--- src/sm2_pkg.sv ---
package sm2_pkg;

   localparam int LimbWidth = 64;
   localparam int FieldWidth = 256;
   localparam int ProdWidth = 512;
   localparam int QueueDepthDefault = 4;

   localparam logic [FieldWidth-1:0] Prime =
      256'hFFFFFFFEFFFFFFFF_FFFFFFFFFFFFFFFF_FFFFFFFF00000000_FFFFFFFFFFFFFFFF;
   localparam logic [FieldWidth-1:0] ExpPm2 =
      256'hFFFFFFFEFFFFFFFF_FFFFFFFFFFFFFFFF_FFFFFFFF00000000_FFFFFFFFFFFFFFFD;

   typedef enum logic [2:0] {
      OP_ADD = 3'd0,
      OP_SUB = 3'd1,
      OP_NEG = 3'd2,
      OP_MUL = 3'd3,
      OP_SQR = 3'd4,
      OP_INV = 3'd5,
      OP_NOP6 = 3'd6,
      OP_NOP7 = 3'd7
   } opcode_type;

   // kind of work the back end does for one queued request
   typedef enum logic [1:0] {
      KIND_DIRECT = 2'd0,
      KIND_MUL = 2'd1,
      KIND_INV = 2'd2
   } kind_type;

   typedef struct packed {
      kind_type kind;
      logic [FieldWidth-1:0] x;
      logic [FieldWidth-1:0] y;
   } job_type;

   // one conditional subtraction of p, input below 2p
   function automatic logic [FieldWidth-1:0] reduce_once(
      input logic [FieldWidth:0] v);
      logic [FieldWidth:0] d;
      d = v - {1'b0, Prime};
      reduce_once = d[FieldWidth] ? v[FieldWidth-1:0] : d[FieldWidth-1:0];
   endfunction

endpackage

--- src/sm2_queue.sv ---
module sm2_queue #(
   parameter int Depth = sm2_pkg::QueueDepthDefault
) (
   input  logic             clock,
   input  logic             reset,
   input  logic             push,
   input  sm2_pkg::job_type push_data,
   input  logic             pop,
   output logic             not_empty,
   output logic [$clog2(Depth+1)-1:0] count,
   output sm2_pkg::job_type head
);

   localparam int PtrW = (Depth > 1) ? $clog2(Depth) : 1;

   sm2_pkg::job_type          mem_ff [Depth];
   logic [PtrW-1:0]           wr_ff, wr_in, rd_ff, rd_in;
   logic [$clog2(Depth+1)-1:0] cnt_ff, cnt_in;

   always_comb begin
      wr_in = wr_ff;
      rd_in = rd_ff;
      cnt_in = cnt_ff;
      if (push) begin
         wr_in = (wr_ff == PtrW'(Depth - 1)) ? '0 : wr_ff + 1'b1;
      end
      if (pop) begin
         rd_in = (rd_ff == PtrW'(Depth - 1)) ? '0 : rd_ff + 1'b1;
      end
      if (push && !pop) begin
         cnt_in = cnt_ff + 1'b1;
      end else if (pop && !push) begin
         cnt_in = cnt_ff - 1'b1;
      end
   end

   always_ff @(posedge clock) begin
      if (reset) begin
         wr_ff <= '0;
         rd_ff <= '0;
         cnt_ff <= '0;
      end else begin
         wr_ff <= wr_in;
         rd_ff <= rd_in;
         cnt_ff <= cnt_in;
      end
      if (push) begin
         mem_ff[wr_ff] <= push_data;
      end
   end

   assign not_empty = (cnt_ff != '0);
   assign count = cnt_ff;
   assign head = mem_ff[rd_ff];

endmodule

--- config.mk ---
export PLATFORM = sky130hd
export DESIGN_NAME = sm2_queue
export DESIGN_NICKNAME = d
export VERILOG_FILES = /design/src/sm2_pkg.sv /design/src/sm2_queue.sv
export SDC_FILE = /design/constraint.sdc
export NUM_CORES = 1
export LEC_CHECK = 0
export BUFFER_PORTS_ARGS = -buffer_cell sky130_fd_sc_hd__buf_2
export CAP_MARGIN = 10
export CORE_MARGIN = 4
export CORE_UTILIZATION = 45
export CTS_BUF_LIST = sky130_fd_sc_hd__clkbuf_2 sky130_fd_sc_hd__clkbuf_4 sky130_fd_sc_hd__clkbuf_8
export CTS_CLUSTER_DIAMETER = 200
export CTS_CLUSTER_SIZE = 8
export DETAILED_ROUTE_END_ITERATION = 7
export PLACE_DENSITY = 0.69
export SLEW_MARGIN = 20
export SYNTH_ARGS = -nofsm -noshare
export SYNTH_HDL_FRONTEND = slang
export SYNTH_SLANG_ARGS = --single-unit
--- constraint.sdc ---
create_clock -name clock -period 40.2 [get_ports clock]
set_clock_uncertainty 0.15 [all_clocks]
set_input_delay 4.02 -clock clock [delete_from_list [all_inputs] [get_ports clock]]
set_output_delay 4.02 -clock clock [all_outputs]
set_load 0.01 [all_outputs]
==> Flow_metrics.wiki, run 1 <==
{| class="wikitable"
! Metric !! Value
|-
| Crit share post-route || between 20% and 30%
|-
| Launch point of the worst reg-to-reg path || wr_ff[0]
|-
| Overall overflow remaining after global route || 0
|-
| Cell type contributing the most total cell area after synthesis || sky130_fd_sc_hd__edfxtp_1
|-
| Cell area after technology mapping || approximately 75000 µm²
|-
| Effective utilization at floorplan || 45.24%
|-
| Core Footprint || ~160000 µm²
|-
| Power share of the combinational group || about a tenth
|-
| Hold Crit Start || count[2]
|-
| Worst Hold Endpoint || count[2]
|-
| Minimum clock period || around 10 ns
|-
| Via-per-instance ratio || 5.473
|-
| Buffer levels on the longest clock path || 4
|-
| Sequential share of power || between 50% and 60%
|-
| Detailed placer's ending HPWL || 109400 µm
|-
| Main area contributors after synthesis || sky130_fd_sc_hd__edfxtp_1 (83%), sky130_fd_sc_hd__mux4_2 (16%), sky130_fd_sc_hd__buf_6 (0.78%)
|-
| Detailed router's first-iteration violation count || between 3000 and 4000
|-
| Die Height || approximately 420 µm
|-
| Number of gates given a new drive strength after cts || 0
|-
| Max-slew headroom at the worst pin || between 20% and 30%
|-
| Gate Count Post-Synth || ~2700
|-
| Crit Path Max Fanout || 44
|-
| Final count of hold timing violations || 0
|-
| Sum of negative setup slack || 0 ns
|-
| Placer's final routability congestion estimate || between 0.8 and 0.9
|-
| Average wire per standard cell || 26.95 µm
|-
| Total via count in the routed design || 34328
|-
| Clock power frac || approximately a third
|-
| Per-instance average area after synthesis || approximately 27 µm²
|-
| Highest achievable clock rate || between 0.09 and 0.1 GHz
|-
| Final setup viols || 0
|-
| Unrepaired setup endpoints after global routing || no
|-
| Number of hold-repair buffers added at the cts stage || 0
|-
| Min-Delay Path Class || reg -> reg
|-
| Pin count of the biggest net entering global routing || about 160
|-
| Boundary Pins || roughly 1000
|-
| Residual DRC || 0
|-
| Antenna violations before repair || around 100
|-
| Post-Syn Nets || approximately 3300
|-
| Master cell of the clock root buffer || sky130_fd_sc_hd__clkbuf_8
|-
| Total length of routed wires || between 150000 and 200000 µm
|-
| Worst R2R Setup Slack || roughly 34 ns
|-
| Number of buffers created by CTS || roughly 300
|-
| Vias in the first global route || between 30000 and 40000
|-
| Drt first pass iters || 5
|-
| First-pass GRT wire length || about 250000 µm
|-
| Sequential area share after synthesis || between 80 and 90%
|-
| Clock sinks || just over 2000
|-
| FF-to-FF End || mem_ff[0][126]
|-
| Placement Rows || between 100 and 150
|-
| Type of destination of the critical path || primary output
|-
| Total of fill cells in the finished design || 12631
|-
| Max stage delay cell, worst path || sky130_fd_sc_hd__dfxtp_4
|-
| Internal power of the cells || 3342 µW
|-
| Total leakage power || 0.02854 µW
|-
| Area Growth Syn to Fin || 16.16%
|-
| Number of input and output port buffers inserted || 1035
|-
| Status || complete, no violations
|-
| Clock tree from TritonCTS || done
|-
| Startpoint Class || register
|-
| CP Data Required Time || around 36 ns
|-
| GRT Total Usage || 19.48%
|-
| Setup CP Type || reg -> out
|-
| Reported net switching power || 960.9 µW
|-
| Sw Share || between 20% and 30%
|-
| Number of instances on the worst hold path || 2
|-
| Dominant cell type by count on the critical path || sky130_fd_sc_hd__buf_4
|-
| Max Slew Vio Count || 0
|-
| Total number of nets in the final design || 4528
|-
| Data arrival time at the worst-slack endpoint || between 5 and 6 ns
|-
| Share of the synthesized area in the top cell type || between 80% and 90%
|-
| Post-detailed-route count of antenna-violating nets || 0
|-
| Ratio of cells with drive above 1 in the final layout || 47.99%
|-
| Max IR drop VDD || 0.06154 mV
|-
| Max Cap Violations || 0
|-
| Library cells used by synthesis || 18
|-
| Critical path, cell by cell || buf_4 -> buf_4 -> buf_4 -> buf_4 -> mux4_2 -> buf_2
|-
| Worst path max stage delay || about 0.96 ns
|-
| Clock latency of the later-clocked register in the worst-skew pair || a little under 1 ns
|-
| Setup WS post-layout || 30.11 ns
|-
| Power per cell area || slightly below 50 nW/µm²
|-
| Number of levels the H-tree was split into || 5
|-
| Slew of the pin with the lowest slew margin || about 1.1 ns
|-
| Die Footprint || 172400 µm²
|-
| Worst slack at placement || a little over 30 ns
|-
| CTS clock-pin slew for the worst setup and hold paths || approximately 0.060 ns
|-
| Depth of the worst register-to-register path || 8
|-
| Yosys reg bits || 2065
|-
| Setup Fix Bufs, Post-CTS || 0
|-
| Synth Warn # || 0
|-
| Overall die width || around 420 µm
|}
[flip-flops by register name, indices dropped and copies added, names as in the netlist, named ones only]
signal  cells
wr_ff       2
count       3
mem_ff   2056
rd_ff       2
[cells in the mapped netlist]
library cell,count
sky130_fd_sc_hd__buf_6,52
sky130_fd_sc_hd__a21oi_1,2
sky130_fd_sc_hd__nor3b_1,1
sky130_fd_sc_hd__and2_1,4
sky130_fd_sc_hd__or3_1,2
sky130_fd_sc_hd__nor2_1,7
sky130_fd_sc_hd__clkbuf_1,7
sky130_fd_sc_hd__inv_1,4
sky130_fd_sc_hd__buf_1,2
sky130_fd_sc_hd__mux2i_1,4
sky130_fd_sc_hd__o21ai_0,1
sky130_fd_sc_hd__edfxtp_1,2056
sky130_fd_sc_hd__xor2_1,2
sky130_fd_sc_hd__buf_2,53
sky130_fd_sc_hd__ha_1,6
sky130_fd_sc_hd__fa_1,1
sky130_fd_sc_hd__mux4_2,514
sky130_fd_sc_hd__dfxtp_1,9
[kinds of logic after synthesis]
kind of cell	after synthesis	synth area share, %
XOR/XNOR	2	0.02347
multiplexers	518	15.56
AO/OA/AOI/OAI	3	0.02011
adder cells (fa/ha/maj)	7	0.1274
AND/OR/NAND/NOR	14	0.09556
flip-flops	2065	82.96
buffers and inverters	118	1.205
[cells in the final DEF, fill, tap and decap left out]
cell type                    count
sky130_fd_sc_hd__dfxtp_4         2
sky130_fd_sc_hd__buf_4          39
sky130_fd_sc_hd__or3_1           2
sky130_fd_sc_hd__inv_8           1
sky130_fd_sc_hd__clkinv_4        1
sky130_fd_sc_hd__nor3b_1         1
sky130_fd_sc_hd__and2_4          4
sky130_fd_sc_hd__ha_1            6
sky130_fd_sc_hd__inv_1           4
sky130_fd_sc_hd__clkbuf_8      313
sky130_fd_sc_hd__inv_6           2
sky130_fd_sc_hd__o21ai_0         1
sky130_fd_sc_hd__buf_12          6
sky130_fd_sc_hd__nor2_1          7
sky130_fd_sc_hd__mux2i_1         4
sky130_fd_sc_hd__buf_2        1035
sky130_fd_sc_hd__clkbuf_4       10
sky130_fd_sc_hd__dfxtp_1         7
sky130_fd_sc_hd__fa_1            1
sky130_fd_sc_hd__diode_2        59
sky130_fd_sc_hd__edfxtp_1     2056
sky130_fd_sc_hd__a21oi_1         2
sky130_fd_sc_hd__mux4_2        514
sky130_fd_sc_hd__clkinvlp_4      4
sky130_fd_sc_hd__xor2_1          2
[through the flow]
step | cells | utilization (%) | cell area, µm² | hold slack [ns] | total power, µW
2_1_floorplan | 2727 | - | 74630 | 0.3415 | 2806
3_3_place_gp | 5882 | 49.76 | 82100 | 0.3626 | 2943
3_5_place_dp | 5882 | 49.76 | 82100 | 0.3649 | 2951
4_1_cts | 6213 | 52.46 | 86550 | 0.3751 | 4358
5_1_grt | 6242 | 52.50 | 86620 | 0.3906 | 4483
6_report | 6272 | 52.55 | 86700 | 0.3710 | 4303
[power by group through the flow]
stage | Sequential, µW | Clock, µW | Combinational, µW
floorplan | 2580 | 0 | 224
global placement | 2540 | 0 | 408
detailed placement | 2540 | 0 | 410
CTS | 2500 | 1450 | 411
global route | 2500 | 1550 | 428
finish | 2500 | 1410 | 402
[critical path: cells and delay by family (launching register included)]
| family | cells | cell delay, ns |
|---|---|---|
| mux | 1 | 0.63 |
| flops | 1 | 0.96 |
| buf+inv | 5 | 3.13 |
[area by class of cell]
class | count | area, µm² | area share, %
clock inverter | 8 | 67.56 | 0.07793
inverter | 4 | 15.01 | 0.01732
tap | 2189 | 2739 | 3.159
sequential | 2065 | 61930 | 71.43
clock buffer | 323 | 4383 | 5.055
timing repair buffer | 1080 | 5593 | 6.451
multi-input combinational | 544 | 11830 | 13.64
antenna | 59 | 147.6 | 0.1703
[worst max-delay path by stage]
stage                          endpoint  startpoint  slack [ns]  depth (start not counted)
after floorplan            mem_ff[0][0]        push       23.55                          1
after global placement    mem_ff[0][51]        push       30.46                          7
after detailed placement  mem_ff[0][51]        push       30.49                          7
after CTS                      head[92]    register       29.64                          6
after global routing           head[92]    register       29.33                          6
final                          head[92]    register       30.11                          6
[layer usage]
layer	global-route usage (%)	up-vias	wire [µm]
met2	32.18	1404	87840
met1	23.09	18038	60470
li1	-	14398	-
met4	10.13	34	7768
met3	6.082	454	12720
met5	0	-	225
No activity file was read; power rests on OpenSTA's default activity.
==> run 2: changes to the inputs <==
ABC_AREA = 1   (was default)
clock period = 9.64 ns   (was 40.2 ns; I/O delays follow)
==> run 2 against run 1 <==
- first-iteration DRC count grew 55%
- power grew to 4.3 times the previous value
- flip-flop and latch count is the same
- non-clock buffer count is 514 higher
- largest cell class unchanged
==> Flow_metrics.wiki, run 2 <==
{| class="wikitable"
! Metric !! Value
|-
| Register bank with the most flops || mem_ff (unchanged)
|-
| Number of gates given a new drive strength after cts || 0 (unchanged)
|-
| Clock tree from TritonCTS || done (unchanged)
|-
| FF-to-FF End || mem_ff[3][312] (was mem_ff[0][126])
|-
| Final instance area || 92700 µm² (was 86700 µm²)
|-
| Worst R2R Setup Slack || 6.20 ns (was 34.23 ns)
|-
| Max stage delay cell, worst path || sky130_fd_sc_hd__buf_4 (was sky130_fd_sc_hd__dfxtp_4)
|-
| Max-slew headroom at the worst pin || 20.45% (was 25.57%)
|-
| Flip-flop count of the largest register after layout || 2056 (unchanged)
|-
| Gate Count Post-Synth || 5028 (was 2727)
|-
| Cell type contributing the most total cell area after synthesis || sky130_fd_sc_hd__edfxtp_1 (unchanged)
|-
| Max IR drop VDD || 0.1981 mV (was 0.06154 mV)
|-
| Placement Rows || 150 (was 149)
|-
| Cell area after technology mapping || 75920 µm² (was 74630 µm²)
|-
| Main area contributors after synthesis || sky130_fd_sc_hd__edfxtp_1 (81%), sky130_fd_sc_hd__nor2_1 (5.1%), sky130_fd_sc_hd__o22ai_1 (4.2%) (was sky130_fd_sc_hd__edfxtp_1 (83%), sky130_fd_sc_hd__mux4_2 (16%), sky130_fd_sc_hd__buf_6 (0.78%))
|-
| Buffer levels on the longest clock path || 4 (unchanged)
|-
| Detailed placer's ending HPWL || 121200 µm (was 109400 µm)
|-
| Minimum clock period || around 6.1 ns
|-
| Unrepaired setup endpoints after global routing || no (unchanged)
|-
| Worst Hold Endpoint || mem_ff[2][276] (was count[2])
|-
| Worst path top cell family by delay || buffers and inverters (unchanged)
|-
| Most instantiated library cell after synthesis || sky130_fd_sc_hd__edfxtp_1 (unchanged)
|-
| Dominant cell type by count on the critical path || sky130_fd_sc_hd__buf_4 (unchanged)
|-
| Critical path, cell by cell || buf_4 -> buf_4 -> buf_4 -> o21ai_0 -> o22ai_1 -> buf_2 (was buf_4 -> buf_4 -> buf_4 -> buf_4 -> mux4_2 -> buf_2)
|-
| Most instantiated cells after synthesis || sky130_fd_sc_hd__edfxtp_1 (2056), sky130_fd_sc_hd__nor2_1 (1037), sky130_fd_sc_hd__o21ai_0 (582), sky130_fd_sc_hd__o22ai_1 (514), sky130_fd_sc_hd__o21ai_1 (449) (was sky130_fd_sc_hd__edfxtp_1 (2056), sky130_fd_sc_hd__mux4_2 (514), sky130_fd_sc_hd__buf_2 (53), sky130_fd_sc_hd__buf_6 (52), sky130_fd_sc_hd__dfxtp_1 (9))
|-
| Async set-or-reset flop fraction in the synthesized netlist || 0% (unchanged)
|-
| Worst hold slack || 0.1601 ns (was 0.3710 ns)
|-
| Ratio of cells with drive above 1 in the final layout || 21.49% (was 47.99%)
|-
| Final count of hold timing violations || 0 (unchanged)
|-
| Master cell of the clock root buffer || sky130_fd_sc_hd__clkbuf_8 (unchanged)
|-
| Post-Syn Nets || 5553 (was 3252)
|-
| Placer's final routability congestion estimate || 0.8747 (was 0.8135)
|-
| Type of destination of the critical path || primary output (unchanged)
|-
| CTS clock-pin slew for the worst setup and hold paths || 0.06 ns (about the same)
|-
| Detailed router's first-iteration violation count || 4706 (was 3041)
|-
| Die Height || 418.7 µm (was 415.3 µm)
|-
| Overall die width || 418.7 µm (was 415.3 µm)
|-
| Clock latency of the later-clocked register in the worst-skew pair || 0.98 ns (about the same)
|-
| Number of input and output port buffers inserted || 1035 (unchanged)
|-
| Worst path max stage delay || 0.92 ns (was 0.96 ns)
|-
| Crit Path Max Fanout || 91 (was 44)
|-
| Share of the synthesized area in the top cell type || 81.32% (was 82.72%)
|-
| Number of enable-type register cells in the synthesized netlist || 2056 (unchanged)
|-
| Depth of the worst register-to-register path || 5 (was 8)
|-
| Status || complete, no violations (unchanged)
|-
| Crit share post-route || between 60% and 70%
|-
| Max Cap Violations || 0 (unchanged)
|-
| Number of levels the H-tree was split into || 5 (unchanged)
|-
| Pin count of the biggest net entering global routing || 239 (was 159)
|-
| Launch point of the worst reg-to-reg path || wr_ff[0] (unchanged)
|-
| First-pass GRT wire length || 302000 µm (was 245100 µm)
|-
| Buf/Inv on CP || 4 (was 5)
|-
| Residual DRC || 0 (unchanged)
|-
| Most instantiated flip-flop cell in the synthesis netlist || sky130_fd_sc_hd__edfxtp_1 (unchanged)
|-
| Yosys reg bits || 2065 (unchanged)
|-
| Vias in the first global route || 48084 (was 35732)
|-
| Total via count in the routed design || 49649 (was 34328)
|-
| Total number of nets in the final design || 7116 (was 4528)
|-
| CP Data Required Time || 8.53 ns (was 36.03 ns)
|-
| Startpoint Class || register (unchanged)
|-
| Area Growth Syn to Fin || 22.10% (was 16.16%)
|-
| Synth Warn # || 0 (unchanged)
|-
| Per-instance average area after synthesis || 15.10 µm² (was 27.37 µm²)
|-
| Highest achievable clock rate || 0.1641 GHz
|-
| Overall overflow remaining after global route || 0 (unchanged)
|-
| Most frequent cells in the layout || sky130_fd_sc_hd__edfxtp_1 (2056), sky130_fd_sc_hd__nor2_1 (1037), sky130_fd_sc_hd__buf_2 (1035) (was sky130_fd_sc_hd__edfxtp_1 (2056), sky130_fd_sc_hd__buf_2 (1035), sky130_fd_sc_hd__mux4_2 (514))
|-
| Clock sinks || 2065 (unchanged)
|-
| Setup CP Type || reg -> out (unchanged)
|-
| Via-per-instance ratio || 5.599 (was 5.473)
|-
| Total leakage power || 0.03201 µW (was 0.02854 µW)
|-
| GRT Total Usage || 22.56% (was 19.48%)
|-
| Power per cell area || 199.9 nW/µm² (was 49.63 nW/µm²)
|-
| Die Footprint || 175300 µm² (was 172400 µm²)
|-
| Final setup viols || 0 (unchanged)
|-
| Core Footprint || 167400 µm² (was 165000 µm²)
|-
| Drt first pass iters || 5 (unchanged)
|-
| Max Slew Vio Count || 0 (unchanged)
|-
| Min-Delay Path Class || in -> reg (was reg -> reg)
|-
| Boundary Pins || 1036 (unchanged)
|-
| Number of instances on the worst hold path || 1 (was 2)
|-
| Post-detailed-placement cell area || 82980 µm² (was 82100 µm²)
|-
| Data arrival time at the worst-slack endpoint || 4.98 ns (was 5.92 ns)
|-
| Library cells used by synthesis || 21 (was 18)
|-
| Hold Crit Start || push_data[276] (was count[2])
|-
| Total length of routed wires || 206600 µm (was 169000 µm)
|-
| Commonest non-fill, non-tap cell in the layout || sky130_fd_sc_hd__edfxtp_1 (unchanged)
|-
| Antenna violations before repair || 47 (was 103)
|-
| Average wire per standard cell || 23.31 µm (was 26.95 µm)
|-
| Sequential area share after synthesis || 81.56% (was 82.96%)
|-
| Effective utilization at floorplan || 45.35% (was 45.24%)
|-
| Slew of the pin with the lowest slew margin || 1.193 ns (was 1.116 ns)
|-
| Post-detailed-route count of antenna-violating nets || 0 (unchanged)
|-
| Number of buffers created by CTS || 308 (unchanged)
|}
## run 2: how the worst max path moves through the flow
stage               slack [ns]     start  cells past startpoint            to
floorplan                -2.20      push                      2  mem_ff[0][0]
detailed placement        4.62  register                      6     head[210]
finish                    3.54  register                      6     head[226]
global placement          4.69  register                      6     head[210]
global route              3.22  register                      6     head[326]
CTS                       3.48  register                      6     head[210]
## run 2: metal layers
layer	track usage, %	wire [µm]	vias up
li1	-	-	22180
met1	28.07	78150	24532
met2	36.39	99520	2373
met3	5.812	17020	544
met4	12.16	11820	20
met5	0	139	-
## run 2: layout make-up
| type | count | area (µm²) |
|---|---|---|
| inverters | 16 | 93.84 |
| fillers | 13044 | 74710 |
| clock buffers | 322 | 4375 |
| multi-input cells | 2606 | 12440 |
| diodes | 50 | 125.1 |
| clock inverters | 10 | 78.83 |
| repair buffers | 1594 | 10900 |
| flip-flops and latches | 2065 | 61930 |
| well taps | 2204 | 2758 |
## run 2: through the flow
step	worst slack [ns]	cells	setup TNS, ns	utilization, %	power, µW
4_1_cts	3.484	8817	0	55.30	18650
3_5_place_dp	4.623	7972	0	49.57	12550
6_report	3.545	8867	0	55.37	18530
3_3_place_gp	4.689	7972	0	49.57	12500
2_1_floorplan	-2.198	5028	-1129.93	-	11690
5_1_grt	3.222	8849	0	55.34	19230
## run 2: report_power, final
group / internal [µW] / leakage (µW) / total [µW] / switching, µW
clock: 2930 / 0.00231 / 5960 / 3030
sequential: 10300 / 0.0190 / 10400 / 90.9
combinational: 727 / 0.0107 / 2190 / 1470
total: 13900 / 0.0320 / 18500 / 4590
## run 2: logic make-up after synthesis
group,synth area share [%]
compound gates,11.05
xor+xnor,0.01154
fa+ha+maj,0.1253
buf+inv,2.050
flops,81.56
simple gates,5.200
## run 2: what timing repair did
item,CTS,global route
hold endpoints to repair,2052,0
hold buffers,513,0
setup buffers,0,0
